**src/hw/rtl/segi_queue.sv**
```systemverilog
// ----------------------------------------------------------------------------
// segi_queue
// Two-entry queue that decouples the classifier from the divider pipeline.
// ----------------------------------------------------------------------------
module segi_queue #(
  parameter int W = 8
) (
  input  logic         clk_i,
  input  logic         rst_ni,
  input  logic         push_valid_i,
  output logic         push_ready_o,
  input  logic [W-1:0] push_data_i,
  output logic         pop_valid_o,
  input  logic         pop_ready_i,
  output logic [W-1:0] pop_data_o
);

  logic [W-1:0] mem_q [2];
  logic         wr_q, rd_q;
  logic [1:0]   cnt_q;
  logic         push, pop;

  assign push_ready_o = (cnt_q != 2'd2);
  assign pop_valid_o  = (cnt_q != 2'd0);
  assign push = push_valid_i & push_ready_o;
  assign pop  = pop_valid_o & pop_ready_i;
  assign pop_data_o = mem_q[rd_q];

  always_ff @(posedge clk_i or negedge rst_ni) begin
    if (!rst_ni) begin
      wr_q  <= 1'b0;
      rd_q  <= 1'b0;
      cnt_q <= 2'd0;
    end else begin
      if (push) wr_q <= ~wr_q;
      if (pop) rd_q <= ~rd_q;
      cnt_q <= cnt_q + 2'(push) - 2'(pop);
    end
  end

  always_ff @(posedge clk_i) begin
    if (push) mem_q[wr_q] <= push_data_i;
  end

endmodule

```
**config.mk**
```make
export PLATFORM = sky130hd
export DESIGN_NAME = segi_queue
export DESIGN_NICKNAME = d
export VERILOG_FILES = /design/src/hw/rtl/segi_queue.sv
export SDC_FILE = /design/constraint.sdc
export NUM_CORES = 1
export LEC_CHECK = 0
export BUFFER_PORTS_ARGS = -buffer_cell sky130_fd_sc_hd__buf_4
export CAP_MARGIN = 20
export CORE_ASPECT_RATIO = 0.9
export CORE_MARGIN = 2
export CORE_UTILIZATION = 48
export CTS_BUF_LIST = sky130_fd_sc_hd__clkbuf_16
export CTS_CLUSTER_SIZE = 10
export DETAILED_ROUTE_END_ITERATION = 8
export PLACE_DENSITY_LB_ADDON = 0.05
export SLEW_MARGIN = 30
export SYNTH_ARGS = -nofsm -noshare
export SYNTH_HDL_FRONTEND = slang
export SYNTH_SLANG_ARGS = --single-unit
```
**constraint.sdc**
```tcl
create_clock -name clk_i -period 1.75 [get_ports clk_i]
set_input_delay 0.35 -clock clk_i [delete_from_list [all_inputs] [get_ports clk_i]]
set_output_delay 0.35 -clock clk_i [all_outputs]
set_load 0.01 [all_outputs]
```
* Word-level counts from Yosys, hierarchy flattened
Memories as Yosys holds them, arrays and structs flattened. Index checks and enable logic that the tools add are counted.
Storage, ports and cells: register bits after elaboration 4, RAM bits 16, input port bits 12, output and inout bits 10, word-level logic and storage cells 14, memories kept 1
Cells by class: add/sub/neg operators 2, eq/ne operators 1, muxes and demuxes 2, bitwise gates (word level) 4, reduce and logical (&&, ||, !) cells 1
Memories:
- mem_q | depth 2, width 8, rd ports 1, clocked after Yosys merged registers in 0, write ports 1, line 18 | logic [W-1:0] mem_q [2];
Operators by type and width (number):
- $add 2x1->2 | 1
- $and 1x1->1 | 2
- $mux 1 | 2
- $ne 2x2->1 const B | 1
- $not 1->1 | 2
- $reduce_bool 2->1 | 1
- $sub 2x1->2 | 1

* Depth between registers and ports, before layout
Gate-level depths: netlist of run 1.
depth in word-level cells 4, mapped depth 7, depth with buffers taken out 7

* Worst setup path after synthesis of run 1
No wires, ideal clock.
path type flip-flop to flip-flop, from register cnt_q[1], to register cnt_q[1], setup time 0.123 ns, arrival time 1.537 ns, data required time 1.627 ns, slack 0.091 ns, stages on the path, launching flop included 8, buffers on the path 0, clock period less this slack 1.659 ns, path through dfrtp_1 -> or2_1 -> and2_4 -> ha_1 -> inv_1 -> ha_1 -> xnor2_1 -> xnor2_1
Between the ends: elaborated cells on any way between the ends 6, those cells by class add/sub: 2; eq/ne: 1; bitwise: 2; reduce/logical: 1
RTL lines:
- start: declaration | line 20 | logic [1:0] cnt_q;
- start signal: assignment | line 37 | cnt_q <= cnt_q + 2'(push) - 2'(pop);
- $reduce_bool 2->1 | line 24 | assign pop_valid_o = (cnt_q != 2'd0);
- via pop_valid_o | line 13 | output logic pop_valid_o,
- $and 1x1->1 | line 26 | assign pop = pop_valid_o & pop_ready_i;
- via pop | line 21 | logic push, pop;
- $sub 2x1->2 | line 37
The timed path passes the listed nets, and every way through them passes these cells. A chain may end at the register's enable or synchronous reset.

* Final worst setup path of run 1
from register cnt_q[1], to register cnt_q[1]
Between the ends: elaborated cells on any way between the ends 6, those cells by class add/sub: 2; eq/ne: 1; bitwise: 2; reduce/logical: 1
RTL lines (line):
- $reduce_bool 2->1 | 24
- $and 1x1->1 | 26
- via pop | 21
- $sub 2x1->2 | 37
The timed path passes the listed nets, and every way through them passes these cells.

==> impl_results.md, run 1 <==
- Status: finished, final reports clean
- First-pass DRT Iterations: 3
- CTS tree: done
- Worst R2R Path Depth: 7
- Final Max Slew Viols: 0
- Fin nets: between 80 and 90
- Register area share after synthesis: 75.0%
- Largest net degree at the start of global routing: 13
- First-pass GRT wire length: ~2000 um
- # fillers: 103
- X dimension of the die: approximately 46 um
- Dpl hpwl: 863 um
- Fin crit share: 95.3%
- Utilization after layout: 74.4%
- Pre-CTS WS: roughly 0.078 ns
- Root Buffer: clkbuf_16
- Leak: approximately 0.45 nW
- Critical setup path kind: reg -> reg
- Proportion of layout cells with a drive suffix above 1: 44.3%
- Worst path arrival time: 1.80 ns
- Power Total: ~0.0020 W
- Synth top area share: 62.0%
- Initial antenna violation count: 0
- Clock Pin Slew Worst Setup and Hold Paths: ~0.050 ns
- Synthesis-to-finish area growth: 42.2%
- Final setup skew: between 0.0015 and 0.002 ns
- Yosys top cell by area: edfxtp_1
- Drt via density: 4.65
- WL final: 1190 um
- Synth Flop Type: edfxtp_1
- CP max-delay cell: dfrtp_1
- Hold Vio Cnt, Final: 0
- Post-route ant nets: 0
- Mapped Nets: 56
- Total GRT Usage: approximately 15%
- H-tree depth: 1
- Die H: 42.1 um
- Worst-path cell chain: or2_1 -> and2_4 -> ha_1 -> inv_1 -> ha_1 -> xnor2_2 -> xnor2_1
- Post-synth EDFFs: 16
- Number of global-route vias before repair: 440
- Mean Syn Cell Area: roughly 18 sq um
- Async S/R FF share, synth: between 20% and 30%
- Core ar.: approximately 1500 sq um
- Critical path fanouts, max: 3
- Post-Synthesis Cell Area: 774 sq um
- Design area: 1100 sq um
- Clock sinks: 20
- Max Cap Viol: 0
- Total number of yosys warnings: 0
- Overflow after GRT: 0
- Final worst slack: 0.0815 ns
- Starting Density: 52.3%
- Total CTS buffers: 3
- Startpoint Class: register
- Worst VDD drop: 0.00122 V
- Worst-Margin Slew: approximately 0.37 ns
- Final GP Congestion: 0.651
- Drt wl/cell: between 10 and 15 um
- I/O Pins: 22
- Clock Latency Late Sink: 0.25 ns
- Top cells by count, synth: edfxtp_1 (16), mux2_1 (8), dfrtp_1 (4)
- FP Rows: 13
- F_max: 599 MHz
- #FFs+latches synth: 20
- Most frequent cell after synthesis: edfxtp_1
- Final setup violation count: 0
- DP Area: 970 sq um
- Die area: approximately 2000 sq um
- Max clock buf depth: 2
- Power Dens Cells: 1790 nW/um^2
- Synth Instances: 42
- Drt first-iter violations: 9
- Critical Path Max Stage Delay: between 0.3 and 0.4 ns
- Crit. End Element: register
- Hold Crit Class: in -> reg
- Antenna cells: 0
- Crit path top cell by count: ha_1
- Count of cell types in the netlist: 14
- Port bufs: 21
- Synth area leaders: edfxtp_1 (62%), dfrtp_1 (13%), mux2_1 (12%)
- Remaining DRCs: 0
- Slew margin rel.: 75.0%
- Tmin final: 1.67 ns
- Via count: around 430
- Worst endpoint required time: 1.89 ns
- Hold path depth: 1
- Setup_tns: 0 ns
-- through the flow --
step / hold WS, ns / std cells
3_5_place_dp: 0.150 / 86
2_1_floorplan: 0.0544 / 42
6_report: 0.285 / 92
3_3_place_gp: 0.150 / 86
4_1_cts: 0.282 / 91
5_1_grt: 0.280 / 92
-- kinds of logic after synthesis --
logic type | count (synthesis) | share of synthesized area [%]
DFF | 20 | 75.0
muxes | 8 | 11.6
and+or+nand+nor | 6 | 4.52
xor gates and xnor gates | 4 | 4.52
buffers and inverters | 2 | 1.13
adders and majority gates | 2 | 3.23
-- where the power goes --
part | total [W] | switching [W] | internal, W
sequential | 0.000754 | 0.0000842 | 0.000670
combinational | 0.000606 | 0.000258 | 0.000348
clock | 0.000613 | 0.000160 | 0.000453
total | 0.00197 | 0.000502 | 0.00147
-- worst max-delay path: cells and delay by family, from the launching register on --
kind	cells	cell delay, ns
adder cells (fa/ha/maj)	2	0.47
AND/OR/NAND/NOR	2	0.42
flip-flops	1	0.38
XOR/XNOR	2	0.26
buffers and inverters	1	0.04
-- final timing paths --
| path | startpoint | end | slack (ns) |
|---|---|---|---|
| max reg2reg | cnt_q[1] | cnt_q[1] | 0.08 |
| min reg2reg | wr_q | wr_q | 0.49 |
| min | push_data_i[7] | mem_q[1][7] | 0.29 |
| max | cnt_q[1] | cnt_q[1] | 0.08 |
| max in group asynchronous | rst_ni | rd_q | 1.21 |
| min in group asynchronous | rst_ni | rd_q | 0.43 |
-- sequential cells by signal, indices dropped and copies added, names as in the netlist --
name	cells
mem_q	16
cnt_q	2
wr_q	1
rd_q	1
-- cell usage in the layout, fill, tap and decap left out --
cell type	instances
clkbuf_16	3
edfxtp_1	16
xnor2_2	1
nand2_1	1
and2_4	1
xor2_1	1
and3_1	1
xnor2_1	2
nand2b_1	1
dfrtp_1	3
mux2_1	8
buf_4	24
dlygate4sd3_1	1
bufinv_16	1
ha_1	2
nor2_1	1
inv_1	1
dfrtp_2	1
or2_1	1
-- per-layer routing --
metal	GRT usage, %	vias up	wire length (um)
met1	19.2	204	510
met2	24.4	13	621
li1	-	211	-
met4	1.71	0	0
met5	0	-	0
met3	6.47	0	62
-- cell type report --
class,instances,area [sq um],area share (%)
sequential,20,582,52.8
multi-input combinational,20,193,17.5
timing repair buffer,25,190,17.3
clock buffer,3,75.1,6.82
clock inverter,1,30.0,2.73
tap,22,27.5,2.50
inverter,1,3.75,0.341
-- repair_timing --
| item | in CTS | in global routing |
|---|---|---|
| setup buffers | 0 | 1 |
| endpoints found under the setup margin | 0 | 6 |
| hold buffers | 1 | 0 |
| hold endpoints to repair | 4 | 0 |
| resized for setup | 0 | 2 |
No activity file was read; power rests on OpenSTA's default activity.
==> run 2: changes to the inputs <==
CORE_MARGIN = 1   (was 2)
==> run 2 against run 1 <==
  * Hold slack gained 0.0032 ns
  * Global-route usage grew 0.72 points
  * Sequential share of layout area grew 2.3 points
  * Count of clock-buffer cells in the layout is the same
  * Sequential power grew 1%
  * Sequential cell count did not move
  * Largest cell class unchanged
  * Die area fell by 8.9%
  * Worst setup slack got worse by 0.036 ns
  * Critical path type unchanged
==> impl_results.md, run 2 (synthesis results as in run 1) <==
- Status: finished, final reports clean
- Total CTS buffers: 3
- Clock Pin Slew Worst Setup and Hold Paths: roughly 0.050 ns
- R2R setup slack: 0.05 ns
- Max Cap Viol: 0
- Hold path depth: 1
- Drt via density: 4.62
- Root Buffer: clkbuf_16
- Final GP Congestion: 0.648
- Worst R2R Path Depth: 7
- Fin crit share: 97.4%
- I/O Pins: 22
- Hold Crit Class: in -> reg
- Final setup skew: 0.00216 ns
- Worst reg2reg endpoint: cnt_q[1]
- Crit. End Element: register
- Initial antenna violation count: 0
- Critical Path Max Stage Delay: slightly above 0.4 ns
- Combinational share of power: 31.7%
- Number of global-route vias before repair: around 400
- Leak: between 0.4 and 0.5 nW
- Largest registers: mem_q: 16 flops, cnt_q: 2 flops
- Reg2Reg Launch Point: cnt_q[1]
- Startpoint Class: register
- Worst VDD drop: 0.00116 V
- Worst hold slack: 0.289 ns
- CP max-delay cell: dfrtp_1
- Switching Share: 26.9%
- Worst-Margin Slew: 0.365 ns
- FP Rows: 13
- Largest register by flop count: mem_q
- Proportion of layout cells with a drive suffix above 1: 41.2%
- Tmin final: 1.70 ns
- Final Max Slew Viols: 0
- Worst Hold End: mem_q[1][0]
- Pre-CTS WS: about 0.053 ns
- First-pass GRT wire length: 1750 um
- Post-route ant nets: 0
- Clock Latency Late Sink: 0.24 ns
- Final worst slack: 0.0456 ns
- Buf/Inv on CP: 1
- Drt wl/cell: approximately 13 um
- WL final: 1160 um
- Critical setup path kind: reg -> reg
- Commonest cells after routing, fill and taps aside: buf_4 (23), edfxtp_1 (16), mux2_1 (8)
- HP Start: push_data_i[0]
- Switch Pwr: 0.000474 W
- Port bufs: 21
- RSZ-0062 raised after global routing: false
- Worst path arrival time: approximately 1.9 ns
- Max clock buf depth: 2
- Remaining DRCs: 0
- Sequential Power Share: 43.3%
- Overflow after GRT: 0
- Non-filler instance count after layout: 90
- X dimension of the die: 44.3 um
- Largest net degree at the start of global routing: 11
- Clk pwr share: 25.0%
- CTS tree: done
- Max reg flops: 16
- Via count: 416
- Slew margin rel.: 75.7%
- F_max: about 590 MHz
- Total GRT Usage: 15.8%
- Worst endpoint required time: 1.92 ns
- Starting Density: a little over half
- Critical path fanouts, max: 3
- Commonest non-fill, non-tap cell in the layout: buf_4
- Die H: between 40 and 50 um
- Core ar.: roughly 1500 sq um
- First-pass DRT Iterations: 2
- Drt first-iter violations: 5
- Synthesis-to-finish area growth: 36.3%
- Die area: 1780 sq um
- Cell total after placement: 86
- Worst-path cell chain: or2_1 -> and2_4 -> ha_1 -> inv_1 -> ha_1 -> xnor2_1 -> xnor2_1
- Setup_tns: 0 ns
- Final setup violation count: 0
- Hold Vio Cnt, Final: 0
- Power Dens Cells: 1670 nW/um^2
- CP delay by family, top: adder cells
- Antenna cells: 0
- Clock sinks: 20
- Int Power: between 0.001 and 0.0015 W
- Fin nets: 84
- H-tree depth: 1
==> run 2: cell type report <==
class,count,area (sq um)
inverters,1,3.75
fillers,106,424
repair buffers,24,183
multi-input cells,20,185
flip-flops and latches,20,582
well taps,22,27.5
clock buffers,3,75.1
==> run 2: worst max path at each step <==
| stage | from | end | slack (ns) | cells past startpoint |
|---|---|---|---|---|
| after floorplan | cnt_q[1] | cnt_q[1] | 0.09 | 7 |
| after global placement | cnt_q[1] | cnt_q[1] | 0.1 | 7 |
| after detailed placement | cnt_q[1] | cnt_q[1] | 0.05 | 7 |
| after CTS | rd_q | pop_data_o[7] | 0.04 | 2 |
| after global routing | cnt_q[1] | cnt_q[1] | 0.007 | 7 |
| final | cnt_q[1] | cnt_q[1] | 0.05 | 7 |
==> run 2: repair_timing <==
action / in CTS / in global routing
buffers inserted: 0 / 0
gates resized for setup: 0 / 1
endpoints found under the hold margin: 4 / 0
hold buffers: 1 / 0
setup endpoints to repair: 0 / 7
==> run 2: worst register-to-register path, cell delays in order, from the launching register on <==
cell and delay (ns):
dfrtp_1 0.41, or2_1 0.26, and2_4 0.17, ha_1 0.27
inv_1 0.04, ha_1 0.17, xnor2_1 0.18, xnor2_1 0.13
==> run 2: through the flow <==
stage / util (%) / power, W / area, sq um
after floorplan: - / 0.00107 / 774
after global placement: 65.5 / 0.00131 / 970
after detailed placement: 65.5 / 0.00133 / 970
after CTS: 71.3 / 0.00178 / 1050
after global routing: 71.3 / 0.00186 / 1060
final: 71.3 / 0.00176 / 1060
==> run 2: routing by layer <==
layer  share of wire, %  global-route usage, %
met1                 43                   16.3
met2                 53                   27.6
met3                2.8                   5.41
met4                1.2                   11.4
met5                  0                      0
==> run 2: power by group through the flow <==
stage                     Combinational [W]  Clock, W  Sequential (W)
after global routing               0.000608  0.000474        0.000777
after detailed placement           0.000564         0        0.000767
after CTS                          0.000569  0.000456        0.000758
after floorplan                    0.000364         0        0.000709
final                              0.000559  0.000440        0.000762
after global placement             0.000553         0        0.000761
==> run 3: changes to the inputs <==
clock period = 1.8 ns   (was 1.75 ns; I/O delays follow)
==> run 3 against run 2 <==
  * Critical path depth is 5 lower
  * Worst setup slack gained 0.044 ns
  * Die area unchanged
  * Core utilization shrank 0.34 points
  * Sequential cell count unchanged
  * Hold slack improved by 0.0065 ns
  * Non-clock buffer count shrank 1
  * Cell count is the same
  * Via count grew 2.6%
  * Critical path type is now reg -> out
==> impl_results.md, run 3 (synthesis results as in run 1) <==
- Total GRT Usage: around 16%
- RSZ-0062 raised after global routing: false
- Worst R2R Path Depth: 7
- Slew margin rel.: 73.6%
- Hold Vio Cnt, Final: 0
- Post-CTS sizing: 0
- Dpl hpwl: about 900 um
- Remaining DRCs: 0
- Cell total after placement: 85
- Final setup skew: 0.00251 ns
- H-tree depth: 1
- Max Cap Viol: 0
- Core ar.: around 1500 sq um
- X dimension of the die: 44.3 um
- Die H: between 40 and 50 um
- Final Max Slew Viols: 0
- Power Dens Cells: between 1500 and 2000 nW/um^2
- Synthesis-to-finish area growth: 35.7%
- Critical path fanouts, max: 9
- Commonest non-fill, non-tap cell in the layout: buf_4
- Clock Pin Slew Worst Setup and Hold Paths: 0.05 ns
- Number of global-route vias before repair: 421
- Crit path capture: pop_data_o[7]
- Drt wl/cell: approximately 13 um
- Switch Pwr: 0.000474 W
- Die area: ~1800 sq um
- Status: finished, final reports clean
- Commonest cells after routing, fill and taps aside: buf_4 (22), edfxtp_1 (16), mux2_1 (8), dfrtp_1 (4)
- First-pass GRT wire length: 1780 um
- WL final: between 1000 and 1500 um
- Drt first-iter violations: 3
- Tmin final: 1.71 ns
- Sequential Power Share: approximately 43%
- Overflow after GRT: 0
- Reg2Reg Launch Point: cnt_q[1]
- Total CTS buffers: 3
- Worst path arrival time: 1.35 ns
- Starting Density: between 50% and 60%
- Port bufs: 21
- Critical setup path kind: reg -> out
- Startpoint Class: register
- Max clock buf depth: 2
- Final GP Congestion: around 0.64
- Initial antenna violation count: 0
- Crit. End Element: output pin
- Switching Share: 27.6%
- Via count: 427
- Int Power: approximately 0.0012 W
- I/O Pins: 22
- Largest net degree at the start of global routing: 12
- Largest registers: mem_q: 16 flops, cnt_q: 2 flops
- Clock sinks: 20
- Antenna cells: 0
- Worst VDD drop: 0.000982 V
- R2R setup slack: 0.10 ns
- Worst hold slack: just under 0.3 ns
- Proportion of layout cells with a drive suffix above 1: 38.2%
- Largest register by flop count: mem_q
- Worst endpoint required time: 1.44 ns
- Root Buffer: clkbuf_16
- Clock Latency Late Sink: 0.25 ns
- Critical Path Source: rd_q
- Worst reg2reg endpoint: cnt_q[1]
- Leak: ~0.43 nW
- Power Total: 0.00172 W
- # fillers: 110
- Setup_tns: 0 ns
- Max reg flops: 16
- Clk pwr share: 26.1%
- Drt via density: between 4 and 5
- Final setup violation count: 0
- CTS tree: done
- Post-route ant nets: 0
- First-pass DRT Iterations: 2
- Worst-Margin Slew: 0.396 ns
- Hold Crit Class: in -> reg
- Fin nets: 83
- Combinational share of power: 31.1%
- Non-filler instance count after layout: 90
- F_max: 585 MHz
- Fin crit share: 95.0%
- FP Rows: 13
[run 3: per-layer routing]
metal	part of all wire (%)	track usage (%)
met5	0	0
met4	0.51	6.82
met3	3.3	4.05
met1	42	16.9
met2	54	29.4
[run 3: final cells by class]
type	count	area [sq um]	share of cell area, %
flip-flops and latches	20	581	55.2
multi-input cells	20	185	17.6
repair buffers	23	175	16.7
clock buffers	3	75.1	7.14
well taps	22	27.5	2.62
clock inverters	1	3.75	0.357
inverters	1	3.75	0.357
[run 3: worst min path at each step]
stage | startpoint | endpoint | slack (ns) | depth (start not counted)
2_1_floorplan | rst_ni | cnt_q[0] | 0.06 | 0
3_3_place_gp | rst_ni | cnt_q[0] | 0.16 | 1
3_5_place_dp | rst_ni | wr_q | 0.16 | 1
4_1_cts | push_data_i[3] | mem_q[0][3] | 0.29 | 1
5_1_grt | push_data_i[3] | mem_q[0][3] | 0.29 | 1
6_report | push_data_i[2] | mem_q[1][2] | 0.30 | 1
[run 3: through the flow]
stage               setup slack (ns)  util (%)  area, sq um
floorplan                      0.141         -          774
global placement               0.148      65.0          962
detailed placement            0.0939      65.0          962
CTS                           0.0712      71.0         1050
global route                  0.0175      71.0         1050
finish                        0.0898      71.0         1050
[run 3: power groups by stage]
stage / sequential [W] / combinational (W) / clock, W
after floorplan: 0.000690 / 0.000353 / 0
after global placement: 0.000740 / 0.000525 / 0
after detailed placement: 0.000746 / 0.000541 / 0
after CTS: 0.000738 / 0.000546 / 0.000455
after global routing: 0.000752 / 0.000588 / 0.000475
final: 0.000735 / 0.000534 / 0.000448
[run 3: worst max-delay path: stages, from the launching register on]
cell	delay, ns
dfrtp_1	0.58
mux2_1	0.37
buf_4	0.15
[run 3: timing repair]
item	4_1_cts	5_1_grt
buffers inserted	0	0
hold buffers	1	0
endpoints found under the hold margin	4	0
setup endpoints to repair	0	0
